$ cat src/rtl/dstat_pkg.sv
// shared types, constants and command codes for the descriptive statistics block
package dstat_pkg;

  localparam int unsigned MAX_COUNT = 65535;
  localparam int unsigned COUNT_W = 16;
  localparam int unsigned SUM_W = 32;
  localparam int unsigned SUMSQ_W = 46;
  localparam int unsigned SQ_HALF_W = 23;
  localparam int unsigned VAR_W = 62;
  localparam int unsigned DIVISOR_W = 32;
  localparam int unsigned DIV_STEPS = 62;
  localparam int unsigned DIV_CNT_W = 6;
  localparam int unsigned ROOT_W = 32;
  localparam logic [ROOT_W-1:0] SQRT_BIT_INIT = 32'h4000_0000;

  // multiplier operand select
  localparam logic [1:0] MUL_NSQ_LO = 2'd0;
  localparam logic [1:0] MUL_NSQ_HI = 2'd1;
  localparam logic [1:0] MUL_MAG = 2'd2;
  localparam logic [1:0] MUL_NN = 2'd3;

  // variance numerator register update
  localparam logic [1:0] V_HOLD = 2'd0;
  localparam logic [1:0] V_LOAD = 2'd1;
  localparam logic [1:0] V_ADDSH = 2'd2;
  localparam logic [1:0] V_SUB = 2'd3;

  typedef struct packed {
    logic signed [15:0] sample;
    logic last;
  } sample_beat_t;

  typedef struct packed {
    logic signed [15:0] max_value;
    logic signed [15:0] min_value;
    logic [15:0] range_value;
    logic signed [15:0] mean_value;
    logic [14:0] std_dev;
    logic [15:0] sample_count;
    logic overflow;
  } result_beat_t;

  typedef struct packed {
    logic acc_en;
    logic [1:0] mul_sel;
    logic [1:0] v_op;
    logic div_start;
    logic div_mean;
    logic sqrt_start;
    logic out_load;
  } cmd_t;

  typedef struct packed {
    logic div_done;
    logic sqrt_done;
    logic out_free;
  } status_t;

endpackage

$ cat src/rtl/descriptive_statistics_top.sv
// top level of the descriptive statistics block
// accumulation takes one sample beat per cycle with no stall between beats
// after the beat marked last the input stalls; the result beat appears once the
// result register is free (multiply steps, two 62-step divides,
// 16-step square root), then a new set is accepted at once
// synchronous reset clears the accumulators, controller and result valid
module descriptive_statistics_top (
  input  logic                    clk,
  input  logic                    rst,
  input  logic                    sample_valid,
  output logic                    sample_stall,
  input  dstat_pkg::sample_beat_t sample_data,
  output logic                    result_valid,
  input  logic                    result_stall,
  output dstat_pkg::result_beat_t result_data
);

  dstat_pkg::cmd_t cmd;
  dstat_pkg::status_t status;

  dstat_ctrl u_ctrl (
    .clk          (clk),
    .rst          (rst),
    .sample_valid (sample_valid),
    .sample_last  (sample_data.last),
    .status       (status),
    .sample_stall (sample_stall),
    .cmd          (cmd)
  );

  dstat_dp u_dp (
    .clk          (clk),
    .rst          (rst),
    .sample_data  (sample_data),
    .cmd          (cmd),
    .status       (status),
    .result_stall (result_stall),
    .result_valid (result_valid),
    .result_data  (result_data)
  );

  a_last_stalls: assert property (@(posedge clk) disable iff (rst)
    (sample_valid && !sample_stall && sample_data.last) |=> sample_stall)
    else $error("input not stalled after last beat");

  a_result_from_busy: assert property (@(posedge clk) disable iff (rst)
    $rose(result_valid) |-> $past(sample_stall))
    else $error("result beat raised while accumulating");

  a_range_consistent: assert property (@(posedge clk) disable iff (rst)
    result_valid |->
      result_data.range_value == 16'(result_data.max_value - result_data.min_value))
    else $error("range does not match max and min");

  a_min_le_max: assert property (@(posedge clk) disable iff (rst)
    result_valid |-> result_data.min_value <= result_data.max_value)
    else $error("min above max");

endmodule

$ cat src/rtl/dstat_div.sv
// iterative restoring divider, one quotient bit per cycle
module dstat_div (
  input  logic                              clk,
  input  logic                              rst,
  input  logic                              start,
  input  logic [dstat_pkg::VAR_W-1:0]       dividend,
  input  logic [dstat_pkg::DIVISOR_W-1:0]   divisor,
  output logic                              done,
  output logic [dstat_pkg::VAR_W-1:0]       quotient,
  output logic [dstat_pkg::DIVISOR_W-1:0]   remainder
);

  logic [dstat_pkg::DIVISOR_W-1:0] dsr;
  logic [dstat_pkg::DIV_CNT_W-1:0] step;
  logic busy;
  logic [dstat_pkg::DIVISOR_W:0] trial;
  logic [dstat_pkg::DIVISOR_W:0] diff;
  logic ge;

  assign trial = {remainder, quotient[dstat_pkg::VAR_W-1]};
  assign ge = trial >= {1'b0, dsr};
  assign diff = trial - {1'b0, dsr};

  always_ff @(posedge clk) begin
    if (rst) begin
      busy <= 1'b0;
      done <= 1'b0;
      step <= '0;
    end else if (start) begin
      busy <= 1'b1;
      done <= 1'b0;
      step <= '0;
    end else if (busy) begin
      step <= step + 1'b1;
      if (step == dstat_pkg::DIV_CNT_W'(dstat_pkg::DIV_STEPS - 1)) begin
        busy <= 1'b0;
        done <= 1'b1;
      end
    end else begin
      done <= 1'b0;
    end
  end

  always_ff @(posedge clk) begin
    if (start) begin
      quotient <= dividend;
      remainder <= '0;
      dsr <= divisor;
    end else if (busy) begin
      remainder <= ge ? diff[dstat_pkg::DIVISOR_W-1:0] : trial[dstat_pkg::DIVISOR_W-1:0];
      quotient <= {quotient[dstat_pkg::VAR_W-2:0], ge};
    end
  end

endmodule

$ cat src/rtl/dstat_ctrl.sv
// controller state machine: accumulate, multiply, divide, square root, divide for the mean, output
module dstat_ctrl (
  input  logic               clk,
  input  logic               rst,
  input  logic               sample_valid,
  input  logic               sample_last,
  input  dstat_pkg::status_t status,
  output logic               sample_stall,
  output dstat_pkg::cmd_t    cmd
);

  localparam logic [3:0] S_ACC = 4'd0;
  localparam logic [3:0] S_M0 = 4'd1;
  localparam logic [3:0] S_M1 = 4'd2;
  localparam logic [3:0] S_M2 = 4'd3;
  localparam logic [3:0] S_M3 = 4'd4;
  localparam logic [3:0] S_M4 = 4'd5;
  localparam logic [3:0] S_DV = 4'd6;
  localparam logic [3:0] S_SQ = 4'd7;
  localparam logic [3:0] S_DM = 4'd8;
  localparam logic [3:0] S_FIN = 4'd9;

  logic [3:0] state;
  logic [3:0] state_next;
  logic beat;

  assign sample_stall = (state != S_ACC);
  assign beat = sample_valid && (state == S_ACC);

  always_comb begin
    state_next = state;
    cmd = '0;
    cmd.mul_sel = dstat_pkg::MUL_NN;
    cmd.v_op = dstat_pkg::V_HOLD;
    unique case (state)
      S_ACC: begin
        cmd.acc_en = beat;
        if (beat && sample_last) state_next = S_M0;
      end
      S_M0: begin
        cmd.mul_sel = dstat_pkg::MUL_NSQ_LO;
        state_next = S_M1;
      end
      S_M1: begin
        cmd.mul_sel = dstat_pkg::MUL_NSQ_HI;
        cmd.v_op = dstat_pkg::V_LOAD;
        state_next = S_M2;
      end
      S_M2: begin
        cmd.mul_sel = dstat_pkg::MUL_MAG;
        cmd.v_op = dstat_pkg::V_ADDSH;
        state_next = S_M3;
      end
      S_M3: begin
        cmd.mul_sel = dstat_pkg::MUL_NN;
        cmd.v_op = dstat_pkg::V_SUB;
        state_next = S_M4;
      end
      S_M4: begin
        cmd.div_start = 1'b1;
        state_next = S_DV;
      end
      S_DV: begin
        if (status.div_done) begin
          cmd.sqrt_start = 1'b1;
          state_next = S_SQ;
        end
      end
      S_SQ: begin
        if (status.sqrt_done) begin
          cmd.div_start = 1'b1;
          cmd.div_mean = 1'b1;
          state_next = S_DM;
        end
      end
      S_DM: begin
        if (status.div_done) state_next = S_FIN;
      end
      S_FIN: begin
        if (status.out_free) begin
          cmd.out_load = 1'b1;
          state_next = S_ACC;
        end
      end
      default: state_next = S_ACC;
    endcase
  end

  always_ff @(posedge clk) begin
    if (rst) begin
      state <= S_ACC;
    end else begin
      state <= state_next;
    end
  end

endmodule

$ cat src/rtl/dstat_dp.sv
// datapath: accumulators, shared multiplier, divider, square root, result register
module dstat_dp (
  input  logic                    clk,
  input  logic                    rst,
  input  dstat_pkg::sample_beat_t sample_data,
  input  dstat_pkg::cmd_t         cmd,
  output dstat_pkg::status_t      status,
  input  logic                    result_stall,
  output logic                    result_valid,
  output dstat_pkg::result_beat_t result_data
);

  logic [dstat_pkg::COUNT_W-1:0] count_so_far;
  logic signed [15:0] running_max;
  logic signed [15:0] running_min;
  logic signed [dstat_pkg::SUM_W-1:0] running_sum;
  logic [dstat_pkg::SUMSQ_W-1:0] running_sum_sq;
  logic overflow_seen;

  logic signed [31:0] sq_s;
  logic [dstat_pkg::SUM_W-1:0] mag;
  logic [31:0] mul_a;
  logic [31:0] mul_b;
  logic [63:0] prod;
  logic [dstat_pkg::VAR_W-1:0] var_num;

  logic [dstat_pkg::VAR_W-1:0] div_dividend;
  logic [dstat_pkg::DIVISOR_W-1:0] div_divisor;
  logic div_done;
  logic [dstat_pkg::VAR_W-1:0] div_quo;
  logic [dstat_pkg::DIVISOR_W-1:0] div_rem;

  logic [dstat_pkg::ROOT_W-1:0] sq_val;
  logic [dstat_pkg::ROOT_W-1:0] sq_root;
  logic [dstat_pkg::ROOT_W-1:0] sq_bit;
  logic sq_busy;
  logic sq_done;
  logic [dstat_pkg::ROOT_W:0] sq_sum;
  logic sq_ge;

  logic [15:0] mean;
  logic count_zero;

  // accumulation
  assign sq_s = sample_data.sample * sample_data.sample;

  always_ff @(posedge clk) begin
    if (rst || cmd.out_load) begin
      count_so_far <= '0;
      running_max <= '0;
      running_min <= '0;
      running_sum <= '0;
      running_sum_sq <= '0;
      overflow_seen <= 1'b0;
    end else if (cmd.acc_en) begin
      if (count_so_far < dstat_pkg::COUNT_W'(dstat_pkg::MAX_COUNT)) begin
        if (count_so_far == '0) begin
          running_max <= sample_data.sample;
          running_min <= sample_data.sample;
        end else begin
          if (sample_data.sample > running_max) running_max <= sample_data.sample;
          if (sample_data.sample < running_min) running_min <= sample_data.sample;
        end
        running_sum <= running_sum + {{16{sample_data.sample[15]}}, sample_data.sample};
        running_sum_sq <= running_sum_sq + {14'b0, sq_s};
        count_so_far <= count_so_far + 1'b1;
      end else begin
        overflow_seen <= 1'b1;
      end
    end
  end

  // shared multiplier and variance numerator n*sumsq - sum^2
  assign mag = running_sum[dstat_pkg::SUM_W-1] ? -running_sum : running_sum;

  always_comb begin
    case (cmd.mul_sel)
      dstat_pkg::MUL_NSQ_LO: begin
        mul_a = {16'b0, count_so_far};
        mul_b = {9'b0, running_sum_sq[dstat_pkg::SQ_HALF_W-1:0]};
      end
      dstat_pkg::MUL_NSQ_HI: begin
        mul_a = {16'b0, count_so_far};
        mul_b = {9'b0, running_sum_sq[dstat_pkg::SUMSQ_W-1:dstat_pkg::SQ_HALF_W]};
      end
      dstat_pkg::MUL_MAG: begin
        mul_a = mag;
        mul_b = mag;
      end
      default: begin
        mul_a = {16'b0, count_so_far};
        mul_b = {16'b0, count_so_far};
      end
    endcase
  end

  always_ff @(posedge clk) begin
    prod <= mul_a * mul_b;
    case (cmd.v_op)
      dstat_pkg::V_LOAD: var_num <= prod[dstat_pkg::VAR_W-1:0];
      dstat_pkg::V_ADDSH: var_num <= var_num + {prod[38:0], 23'b0};
      dstat_pkg::V_SUB: var_num <= var_num - prod[dstat_pkg::VAR_W-1:0];
      default: var_num <= var_num;
    endcase
  end

  // divider shared by variance and mean
  assign div_dividend = cmd.div_mean ? {30'b0, mag} : var_num;
  assign div_divisor = cmd.div_mean ? {16'b0, count_so_far} : prod[dstat_pkg::DIVISOR_W-1:0];

  dstat_div u_div (
    .clk       (clk),
    .rst       (rst),
    .start     (cmd.div_start),
    .dividend  (div_dividend),
    .divisor   (div_divisor),
    .done      (div_done),
    .quotient  (div_quo),
    .remainder (div_rem)
  );

  // integer square root, two bits of the radicand per cycle
  assign sq_sum = {1'b0, sq_root} + {1'b0, sq_bit};
  assign sq_ge = {1'b0, sq_val} >= sq_sum;

  always_ff @(posedge clk) begin
    if (rst) begin
      sq_busy <= 1'b0;
      sq_done <= 1'b0;
    end else if (cmd.sqrt_start) begin
      sq_busy <= 1'b1;
      sq_done <= 1'b0;
    end else if (sq_busy) begin
      if (sq_bit == dstat_pkg::ROOT_W'(1)) begin
        sq_busy <= 1'b0;
        sq_done <= 1'b1;
      end
    end else begin
      sq_done <= 1'b0;
    end
  end

  always_ff @(posedge clk) begin
    if (cmd.sqrt_start) begin
      sq_val <= div_quo[dstat_pkg::ROOT_W-1:0];
      sq_root <= '0;
      sq_bit <= dstat_pkg::SQRT_BIT_INIT;
    end else if (sq_busy) begin
      if (sq_ge) begin
        sq_val <= sq_val - sq_sum[dstat_pkg::ROOT_W-1:0];
        sq_root <= (sq_root >> 1) + sq_bit;
      end else begin
        sq_root <= sq_root >> 1;
      end
      sq_bit <= sq_bit >> 2;
    end
  end

  // floored mean from magnitude quotient
  assign mean = running_sum[dstat_pkg::SUM_W-1]
              ? (~div_quo[15:0] + {15'b0, (div_rem == '0)})
              : div_quo[15:0];
  assign count_zero = (count_so_far == '0);

  // result register
  always_ff @(posedge clk) begin
    if (rst) begin
      result_valid <= 1'b0;
    end else if (cmd.out_load) begin
      result_valid <= 1'b1;
    end else if (!result_stall) begin
      result_valid <= 1'b0;
    end
  end

  always_ff @(posedge clk) begin
    if (cmd.out_load) begin
      if (count_zero) begin
        result_data.max_value <= '0;
        result_data.min_value <= '0;
        result_data.range_value <= '0;
        result_data.mean_value <= '0;
        result_data.std_dev <= '0;
        result_data.sample_count <= '0;
      end else begin
        result_data.max_value <= running_max;
        result_data.min_value <= running_min;
        result_data.range_value <= running_max - running_min;
        result_data.mean_value <= mean;
        result_data.std_dev <= sq_root[14:0];
        result_data.sample_count <= count_so_far;
      end
      result_data.overflow <= overflow_seen;
    end
  end

  assign status.div_done = div_done;
  assign status.sqrt_done = sq_done;
  assign status.out_free = !result_valid || !result_stall;

endmodule
$ cat config.mk
export PLATFORM = sky130hd
export DESIGN_NAME = descriptive_statistics_top
export DESIGN_NICKNAME = d
export VERILOG_FILES = /design/src/rtl/dstat_pkg.sv /design/src/rtl/descriptive_statistics_top.sv /design/src/rtl/dstat_div.sv /design/src/rtl/dstat_ctrl.sv /design/src/rtl/dstat_dp.sv
export SDC_FILE = /design/constraint.sdc
export NUM_CORES = 2
export LEC_CHECK = 0
export ABC_CLOCK_PERIOD_IN_PS = 29400
export BUFFER_PORTS_ARGS = -buffer_cell sky130_fd_sc_hd__buf_2
export CORE_MARGIN = 2
export CORE_UTILIZATION = 40
export DETAILED_ROUTE_END_ITERATION = 6
export PLACE_DENSITY = 0.59
export SLEW_MARGIN = 25
export SYNTH_ARGS = -nofsm -noshare
export SYNTH_HDL_FRONTEND = slang
export SYNTH_SLANG_ARGS = --single-unit
$ cat constraint.sdc
create_clock -name clk -period 29.4 [get_ports clk]
set_clock_uncertainty 0.1 [all_clocks]
set_input_delay 1.47 -clock clk [delete_from_list [all_inputs] [get_ports clk]]
set_output_delay 1.47 -clock clk [all_outputs]
set_load 0.1 [all_outputs]
== Yosys cells after proc, flatten, opt, wreduce, memory -nomap -nowiden ==
Index checks and enable logic that the tools add are counted.

* Bits in registers: 568
* Bits of input ports: 21
* Word-level logic and storage cells: 143

* Add/subtract/negate cells: 13
* $mul: 2
* Order comparisons: 5
* Eq/ne operators: 22
* Mux-type cells: 42
* Bitwise gates (word level): 4
* Reduce and logical (&&, ||, !) cells: 26

{| class="wikitable"
|+ Operators by type and width
! operator !! number
|-
| $mux W32 || 7
|-
| $mux W62 || 3
|-
| $pmux W62 S3 || 1
|-
| $mux W16 || 6
|-
| $pmux W32 S3 || 1
|-
| $sub A32 B32 Y32 || 2
|-
| $add A62 B62 Y62 || 1
|-
| $mul A32 B32 Y62 || 1
|-
| $sub A62 B62 Y62 || 1
|-
| $add A46 B32 Y46 || 1
|-
| $pmux W4 S10 || 1
|-
| $add A32 B31 Y33 || 1
|-
| $ge A32 B33 Y1 || 1
|-
| $ge A33 B32 Y1 || 1
|-
| $add A31 B31 Y32 || 1
|-
| $add A32 B32 Y32 || 1
|-
| $logic_not A32 Y1 || 1
|-
| $mul A16 B16 Y32 || 1
|-
| $neg A32 Y32 || 1
|-
| $mux W4 || 5
|-
| $add A16 B1 Y16 || 1
|-
| $add A16 B1 Y16 const B || 1
|-
| $eq A16 B1 Y1 const B || 1
|-
| $eq A4 B3 Y1 const B || 4
|-
| 33 further kinds || 69
|}

== Logic depth before layout (Yosys ltp) ==
* Depth in word-level cells: 5
* Mapped depth: 44
* Depth with buffers taken out: 41

== Modules after synthesis ==
From an unflattened synthesis, not the netlist that was laid out.

* Cell total of the unflattened synthesis: 9000
* Area, all modules: 79170.9 um^2

{| class="wikitable"
|+ By module, submodules not included
! module !! instances !! cells each !! area an instance (um^2) !! seq. area each (um^2)
|-
| dstat_dp || 1 || 8294 || 71531.1 || 10510.1
|-
| dstat_div || 1 || 655 || 7294.5 || 3623.5
|-
| dstat_ctrl || 1 || 51 || 345.3 || 80.1
|}

== Least setup slack after synthesis ==
No wires, ideal clock.

* Kind: register to register
* Start: register u_dp.running_sum[6] in the netlist's numbering
* End: register u_dp.prod[60]
* Library setup time: 125 ps
* Data arrival time: 9536 ps
* Data required time: 29175 ps
* Slack: 19639 ps
* Cell stages (with the launch flop): 37
* Path buffers: 3
* Clock period less this slack: 9761 ps
* Cells stage by stage: dfxtp_1 -> buf_2 -> or4_1 -> or4_1 -> nor2_1 -> nand2_1 -> o41ai_2 -> xnor2_1 -> nand2_1 -> inv_2 -> clkbuf_1 -> nand2_1 -> fa_1 -> fa_1 -> inv_1 -> fa_1 -> inv_1 -> fa_1 -> inv_1 -> fa_1 -> inv_1 -> fa_1 -> fa_1 -> fa_1 -> inv_1 -> ha_1 -> clkbuf_1 -> nand4_1 -> or2_2 -> o221a_2 -> o31a_1 -> o221a_2 -> a21oi_1 -> a22oi_1 -> a31oi_1 -> a221oi_1 -> xnor2_1

* Longest elaborated chain between the ends: 4
* Elaborated cells between the ends (all ways): 5
* Those cells by class: 1 x add/sub; 1 x mul; 3 x mux

{| class="wikitable"
|+ RTL lines
! item !! line !! source
|-
| start, declared || dstat_dp.sv:16 || <nowiki>logic signed [dstat_pkg::SUM_W-1:0] running_sum;</nowiki>
|-
| start signal, assigned || dstat_dp.sv:64 || <nowiki>running_sum <= running_sum + {{16{sample_data.sample[15]}}, sample_data.sample};</nowiki>
|-
| $neg A32 Y32 || dstat_dp.sv:74 || <nowiki>assign mag = running_sum[dstat_pkg::SUM_W-1] ? -running_sum : running_sum;</nowiki>
|-
| $mux W32 (*) || dstat_dp.sv:74 ||
|-
| $pmux W32 S3 / $mux W32 (equally long branches) || dstat_dp.sv:77 || <nowiki>case (cmd.mul_sel)</nowiki>
|-
| $mul A32 B32 Y62 (*) || dstat_dp.sv:98 || <nowiki>prod <= mul_a * mul_b;</nowiki>
|-
| end signal, assigned || dstat_dp.sv:98 ||
|-
| end, declared || dstat_dp.sv:24 || <nowiki>logic [63:0] prod;</nowiki>
|}

Mark *: on every way between the ends. The rest lies on a longest branch, timed or not.
A chain may end at the register's enable or synchronous reset.

== Final worst setup path ==
* Start: register u_dp.running_sum[0] in the netlist's numbering
* End: register u_dp.prod[60]

Same word-level chain as after synthesis.

==> flow_summary.yaml <==
status:
  status: "complete, no violations"
pwr:
  combPwrFrac: 0.706
  seq_power_share: 0.147
  finalPower_w: 0.00690
  internal-power_w: 0.00355
  p_per_area_nw_per_um2: 81.6
  p_sw_w: 0.00335
  switching_share: 0.486
  p_leak_nw: 39.8
  clkPwrFrac: 0.146
  peakVddDrop_uv: 226
cells_and_area:
  seqCellArea_um2: 14200
  drive_gt1_frac: 0.0558
  fill_cells: 19100
  layout_common_cells: "inv_1 (1579), fa_1 (1141), nand2_1 (1041), nor2_1 (834), ha_1 (644)"
  fin_nets: 10800
  syn_to_final_growth_pct: 8.08
  final_common_cell: "inv_1"
  finalInstanceArea_um2: 84500
  multi_input_area_um2: 56800
critical_path:
  cp-end-kind: "flip-flop"
  reg2reg_depth: 36
  crit_path_max_fanout: 19
  reg2reg_from: "u_dp.running_sum[0]$_SDFFE_PP0P_"
  criticalPathCategory: "reg -> reg"
  cp_slowest_stage_delay_ns: 0.65
  cp_num_buf_inv: 6
  cp.depth: 36
  crit_required_ns: 29.93
  path_delay_family: "adder cells"
  startpoint: "u_dp.running_sum[0]$_SDFFE_PP0P_"
  crit_arrival_ns: 12.34
  crit_top_cell: "fa_1"
  crit_path_top_delay_cell: "xor2_1"
  worst_setup_path_start_kind: "flip-flop"
sta:
  tightest_slew_ns: 1.20
  setup_violations: 0
  finalCritPeriodShare: 0.402
  slew_headroom: 0.200
  drv_slew: 0
  rsz0062_at_grt: "false"
  timing.hold.ws_ns: 0.332
  tns_ns: 0
  hold_viol: 0
  fin_crit_ns: 11.82
  max_freq_ghz: 0.0846
floorplan:
  dieArea_um2: 199000
  core_um2: 195000
  io_pins: 119
  floorplan.initialDensity: 0.402
  num_rows: 162
  die_w_um: 446
  fp.dieH_um: 446
drt:
  routed_wl_um: 255000
  dr.first_iter.drc_count: 5558
  ant_nets: 0
  vias_per_cell: 5.49
  wl_per_cell_um: 22.1
  vias: 63400
  drt-pass1-iter-count: 6
  drc: 0
clock_network:
  cts_buffer_depth: 3
  cts_resized: 0
  clk_pin_slew_ns: 0.06
  clkLatencyLatePin_ns: 0.69
  cts_root_buf: "clkbuf_16"
  post_cts_buffers: 0
  cts_tree: "built"
  cts_buffers: 73
  htreeDepth: 3
  cts.sinks: 568
  hold_buffers: 0
yosys:
  synth_async_sr_flop_share: 0
  post_synth.cell_area_avg_um2: 8.69
  yosysUniqueCellTypes: 93
  synth_enable_flop_cells: 284
  syn-instance-count: 8998
  synth_top_flop_cell: "edfxtp_1"
  synth_seq_cells: 568
  yosysSeqAreaShare: 0.182
  ys_warn_count: 0
  syn_area_um2: 78200
global_route:
  track_usage: 0.260
  antenna_found_initial: 13
  overflow: 0
  grt_first_pass_wirelength_um: 394000
  grt_pass1_vias: 65400
  grt_max_degree: 78
placed_design:
  place_congestion: 0.976
  place_area_um2: 81800
  place_hpwl_um: 199000
  port-buffer-count: 118
min_path:
  min_path_cells: 0
  min-delay-path-class: "reg -> reg"
  hp-start: "u_dp.overflow_seen$_SDFFE_PP0P_"
run:
  maxCapViolations: 0
==> worst paths after layout <==
kind | slack, ns | to
setup / recovery | 17.58 | u_dp.prod[60]$_DFF_P_
hold / removal | 0.33 | u_dp.result_data[0]$_DFFE_PP_
setup reg to reg | 17.58 | u_dp.prod[60]$_DFF_P_
hold reg to reg | 0.33 | u_dp.result_data[0]$_DFFE_PP_
==> through the flow <==
| stage | cells | util | setup slack (ns) |
|---|---|---|---|
| global placement | 11400 | 0.420 | 18.11 |
| finish | 11600 | 0.434 | 17.58 |
| CTS | 11600 | 0.434 | 17.78 |
| floorplan | 9026 | - | 19.64 |
| global route | 11600 | 0.434 | 17.09 |
| detailed placement | 11400 | 0.421 | 17.81 |
==> layer usage <==
metal | up-vias | share of wire | track usage
met4 | 6 | 0.045 | 0.104
li1 | 28800 | - | -
met2 | 2399 | 0.46 | 0.421
met3 | 525 | 0.087 | 0.0534
met5 | - | 0.00020 | 0
met1 | 31700 | 0.41 | 0.338
==> Yosys cell counts (72+ instances only) <==
library cell  instances  area, µm²
a21o_1              212       1590
a21oi_1             502       2510
a31oi_1              88        551
and2_1               76        475
clkbuf_1            339       1270
dfxtp_1             284       5690
edfxtp_1            284       8530
fa_1               1141      22800
ha_1                644       8060
inv_1              1580       5930
nand2_1            1043       3920
nand2b_1             72        450
nand3_1             129        646
nor2_1              844       3170
nor3_1               78        390
o21ai_0             269       1350
xnor2_1             263       2300
xor2_1              188       1650
==> cells by family (layout without fill, tap and decap cells) <==
group           after synthesis  in the layout  synth area share
mux                          62             62           0.00795
flops                       568            568             0.182
compound gates             1575           1575             0.127
buf+inv                    2016           1998            0.0972
xor+xnor                    451            451            0.0505
other cells                   2             35         0.0000960
simple gates               2539           2539             0.140
fa+ha+maj                  1785           1785             0.395
==> worst reg2reg max path: cells and delay by family (launching register included) <==
kind                     cells  cell delay, ns
AO/OA/AOI/OAI               11            2.68
buffers and inverters        6            1.02
adder cells (fa/ha/maj)     10            4.54
AND/OR/NAND/NOR              7            2.10
flip-flops                   1            0.54
XOR/XNOR                     2            0.80
==> sequential cells by signal, summed over array words and instances (netlist names), 32 cells and up <==
register              flops
u_dp.result_data         96
u_dp.prod                62
u_dp.u_div.quotient      62
u_dp.var_num             62
u_dp.running_sum_sq      46
u_dp.running_sum         32
u_dp.sq_root             32
u_dp.sq_val              32
u_dp.u_div.dsr           32
u_dp.u_div.remainder     32
==> layout make-up <==
type                            count  share of cell area
Timing Repair Buffer              237              0.0177
Multi-Input combinational cell   6442               0.672
Sequential cell                   568               0.168
Antenna cell                        5            0.000148
Inverter                         1625              0.0721
Clock buffer                       95              0.0247
Clock inverter                     41             0.00716
Tap cell                         2542              0.0376
==> power by group through the flow <==
stage	Sequential [W]	Combinational, W	Clock, W
after floorplan	0.000976	0.00374	0
after global placement	0.00103	0.00475	0
after detailed placement	0.00103	0.00480	0
after CTS	0.00101	0.00484	0.00103
after global routing	0.00102	0.00544	0.00106
final	0.00102	0.00487	0.00101
Note: power is estimated with default switching activity, not from simulation.
